<file path="src/hdl/rse_pkg.sv">
`default_nettype none
package rse_pkg;

    localparam int BYTE_W = 8;
    localparam int CNT_W  = 6;
    localparam int SYM_W  = 9;

    // field polynomial 0x11b without the x^8 term
    localparam logic [BYTE_W-1:0] FIELD_LOW = 8'h1b;
    localparam logic [SYM_W-1:0]  SYM_MAX   = 9'd511;
    localparam logic [SYM_W-1:0]  BLOCK_MAX = 9'd255;

    typedef enum logic [2:0] {
        M_HOLD,
        M_ENCODE,
        M_DRAIN,
        M_CLEAR,
        M_GEN_INIT,
        M_GEN_STEP
    } t_mode;

    typedef enum logic [1:0] {
        ST_INIT,
        ST_STEP,
        ST_READY
    } t_build_state;

    typedef struct packed {
        t_mode             mode;
        logic [BYTE_W-1:0] fb;
        logic [BYTE_W-1:0] root;
        logic [CNT_W-1:0]  n;
    } t_cell_ctl;

    function automatic logic [BYTE_W-1:0] gf_mul(input logic [BYTE_W-1:0] a,
                                                 input logic [BYTE_W-1:0] b);
        logic [BYTE_W-1:0] acc;
        logic [BYTE_W-1:0] x;
        acc = '0;
        x   = a;
        for (int k = 0; k < BYTE_W; k++) begin
            if (b[k]) begin
                acc = acc ^ x;
            end
            x = x[BYTE_W-1] ? ({x[BYTE_W-2:0], 1'b0} ^ FIELD_LOW) : {x[BYTE_W-2:0], 1'b0};
        end
        return acc;
    endfunction

    // multiply by the primitive element 3
    function automatic logic [BYTE_W-1:0] gf_mul3(input logic [BYTE_W-1:0] a);
        logic [BYTE_W-1:0] x2;
        x2 = a[BYTE_W-1] ? ({a[BYTE_W-2:0], 1'b0} ^ FIELD_LOW) : {a[BYTE_W-2:0], 1'b0};
        return x2 ^ a;
    endfunction

endpackage
`default_nettype wire

</file>
<file path="src/hdl/rse_cell.sv">
`default_nettype none
module rse_cell #(
    parameter int IDX = 0
) (
    input  wire logic                      i_clk,
    input  wire logic                      i_rst_n,
    input  wire rse_pkg::t_cell_ctl        i_ctl,
    input  wire logic [rse_pkg::BYTE_W-1:0] i_p_next,
    input  wire logic [rse_pkg::BYTE_W-1:0] i_c_prev,
    output logic      [rse_pkg::BYTE_W-1:0] o_p,
    output logic      [rse_pkg::BYTE_W-1:0] o_c
);
    import rse_pkg::*;

    logic [BYTE_W-1:0] r_p, n_p;
    logic [BYTE_W-1:0] r_c, n_c;
    logic              in_use;
    logic              tail_in_use;

    // this cell and its right neighbor are inside the active generator degree
    assign in_use      = CNT_W'(IDX) < i_ctl.n;
    assign tail_in_use = CNT_W'(IDX + 1) < i_ctl.n;

    always_comb begin
        n_p = r_p;
        n_c = r_c;
        unique case (i_ctl.mode)
            M_HOLD: begin
            end
            M_ENCODE: begin
                if (in_use) begin
                    n_p = (tail_in_use ? i_p_next : '0) ^ gf_mul(r_c, i_ctl.fb);
                end
            end
            M_DRAIN: begin
                n_p = tail_in_use ? i_p_next : '0;
            end
            M_CLEAR: begin
                n_p = '0;
            end
            M_GEN_INIT: begin
                n_c = '0;
            end
            M_GEN_STEP: begin
                n_c = r_c ^ gf_mul(i_c_prev, i_ctl.root);
            end
            default: begin
            end
        endcase
    end

    always_ff @(posedge i_clk) begin
        if (!i_rst_n) begin
            r_p <= '0;
            r_c <= '0;
        end else begin
            r_p <= n_p;
            r_c <= n_c;
        end
    end

    assign o_p = r_p;
    assign o_c = r_c;

endmodule
`default_nettype wire

</file>
<file path="config.mk">
export PLATFORM = sky130hd
export DESIGN_NAME = rse_cell
export DESIGN_NICKNAME = d
export VERILOG_FILES = /design/src/hdl/rse_pkg.sv /design/src/hdl/rse_cell.sv
export SDC_FILE = /design/constraint.sdc
export NUM_CORES = 1
export LEC_CHECK = 0
export BUFFER_PORTS_ARGS = -buffer_cell sky130_fd_sc_hd__buf_4
export CAP_MARGIN = 20
export CORE_UTILIZATION = 49
export CTS_BUF_LIST = sky130_fd_sc_hd__clkbuf_8
export DETAILED_ROUTE_END_ITERATION = 7
export GPL_TIMING_DRIVEN = 0
export PLACE_DENSITY = 0.68
export SLEW_MARGIN = 40
export SYNTH_ARGS = -nofsm -noshare
export SYNTH_HDL_FRONTEND = slang
export SYNTH_SLANG_ARGS = --single-unit
</file>
<file path="constraint.sdc">
create_clock -name i_clk -period 6.1 [get_ports i_clk]
set_input_delay 1.22 -clock i_clk [delete_from_list [all_inputs] [get_ports i_clk]]
set_output_delay 1.22 -clock i_clk [all_outputs]
set_load 0.01 [all_outputs]
</file>
==> metrics.cfg <==
[status]
violations = design-rule violations
status = finished, violations left

[placed_design]
pre_cts_ws_ps = 2600
routabilityCongestion = 0.917
placed_cells = 586
dpl.hpwl_mm = 7.12
port_buffers = 44

[synthesis]
ys_seq_area_frac = 0.0977
synth_top_area_share = 0.334
synth_cell_types = 39
async_flop_share = 0
yosys-top-cells-count = 125 x xnor2_1, 117 x nand2_1, 32 x xor2_1
yosysTopAreaCell = xnor2_1
synthCells = 465
yosys-top-cells-area = xnor2_1 33%, nand2_1 13%, dfxtp_1 9.8%
synth_edf_count = 0
yosysWarnings = 0
synth_fp_nets = 508
yosys_register_bits = 16
synth_flop_cell = dfxtp_1
synth_area_per_cell_sq_um = 7.05
syn-cell-area_sq_um = 3280
synth_most_common_cell = xnor2_1

[clock_network]
clock_sink_count = 16
cts_resized = 0
cts-htree-levels = 1
cts-root-buf = clkbuf_8
cts_inserted_buffers = 3
hold_buffers = 0
postCtsSetupBuffers = 0
clock_path_buffers = 2
clkSlewWorstSetupHoldPaths_ps = 60
worstSkewPairLatency_ps = 250
cts_tree = yes

[power]
power.leakage_nw = 1.46
powerDensity_nw_per_um2 = 226
ir_worst_vdd_uv = 74.3

[run]
maxCapViolations = 0

[die]
start_util = 0.511
ioPinCount = 59
coreArea_sq_um = 6420
die_area_sq_um = 7020
rows = 29
die_x_um = 83.8
die_h_um = 83.8

[layout]
fin_cells = 590
fin_nets = 557
syn2layout_area_growth_pct = 14.7
insertedDiodeCount = 0
drive_gt1_frac = 0.138
final_util = 0.586

[setup_path]
path_cells = buf_4 -> or4_1 -> o21ai_0 -> xnor2_1 -> xnor2_1 -> xnor2_1 -> xnor2_1 -> a22oi_1 -> a21oi_1
r2r_cells = 9
slowest_delay_ps = 580
cp.arrival_ps = 3430
cp-start-kind = input pin
slowest_stage = or4_1
path_class = input pin to flip-flop
required_ps = 6220
worstPathMaxFanout = 4
worst_setup_path_end_kind = flip-flop
path_common_cell = xnor2_1

[sta]
hold_viol = 0
slew_headroom = 0.582
slew_viol_final = 0
finalCriticalPeriod_ps = 3310
fmax_mhz = 302
fin_setup_tns_ps = 0
clock_skew_ps = 2.11
worstMarginPinSlew_ps = 622
fin_ws_ps = 2790
rsz0062_at_grt = false
finalSetupViolCount = 0
finalCritPeriodShare = 0.543

[drt]
dr.first_iter.drc_count = 179
drtAntennaViolNets = 0
routed_via_density = 5.44
wire_per_inst_um = 15.0
firstDrtPassIters = 8
finalWirelength_mm = 8.85
vias = 3209
drc = 10

[global_route]
grt_pass1_wl_mm = 14.3
antenna_found_initial = 0
grt.overflow.total = 0
grt_usage = 0.253
grt_pass1_vias = 2991
grt_max_degree = 11

[worst_hold_path]
hold_path_class = flip-flop to flip-flop
whs_path_depth = 2

==> registers in the layout (all words and copies together), names as in the netlist <==
register  count
o_c           8
o_p           8
==> layer usage <==
layer	GRT usage	up-vias	wire length (um)
met5	0	-	0
met2	0.429	121	4210
li1	-	1593	-
met1	0.325	1475	3870
met3	0.0326	20	506
met4	0.0956	0	266
==> logic make-up (layout without fill, tap and decap cells) <==
kind of cell	after synthesis	in the layout	synth area share
XOR/XNOR	167	167	0.490
AND/OR/NAND/NOR	161	161	0.206
AO/OA/AOI/OAI	70	70	0.131
buffers and inverters	47	95	0.0626
flip-flops	16	16	0.0977
multiplexers	4	4	0.0130
==> layout make-up <==
| cell class | count | area (sq um) |
|---|---|---|
| Buffer | 38 | 171 |
| Clock buffer | 4 | 55.1 |
| Fill cell | 615 | 2660 |
| Inverter | 9 | 33.8 |
| Multi-Input combinational cell | 402 | 2750 |
| Sequential cell | 16 | 320 |
| Tap cell | 77 | 96.3 |
| Timing Repair Buffer | 44 | 330 |
==> path summary, 6_finish.rpt <==
check / startpoint / slack (ps) / end
setup / recovery: i_ctl[2] / 2790 / o_p[2]
hold / removal: o_p[2] / 550 / o_p[2]
setup reg to reg: o_c[5] / 3370 / o_p[4]
hold reg to reg: o_p[2] / 550 / o_p[2]
==> worst max-delay path: cells and delay by family <==
kind                      cells  cell delay (ps)
buffers and inverters         1              100
xor gates and xnor gates      4              700
AOI/OAI and AO/OA             3              830
and+or+nand+nor               1              580
==> placed cells by master (no fill, tap or decap), drive strengths merged, types with 5 or more instances in the layout <==
cell | netlist | final
nand2 | 117 | 117
dfxtp | 16 | 16
o22ai | 5 | 5
nor2b | 9 | 9
xnor2 | 126 | 126
o21ai | 21 | 21
nor2 | 12 | 12
clkbuf | 23 | 27
a21oi | 20 | 20
a22oi | 10 | 10
xor2 | 33 | 33
inv | 8 | 8
buf | 15 | 59
nand3 | 12 | 12
==> report_power, final <==
part	total, W	internal, W	switching [W]	leakage, nW
Sequential	0.000126	0.000117	0.00000881	0.131
Combinational	0.000632	0.000303	0.000328	1.30
Clock	0.0000916	0.0000572	0.0000344	0.0288
Total	0.000849	0.000478	0.000371	1.46
==> through the flow <==
stage	power, W	instance area, sq um	hold slack, ps
4_1_cts	0.000852	3760	547
2_1_floorplan	0.000617	3280	557
6_report	0.000849	3760	549
3_3_place_gp	0.000745	3710	526
3_5_place_dp	0.000758	3710	535
5_1_grt	0.000912	3760	551
No activity file was read; power rests on OpenSTA's default activity.
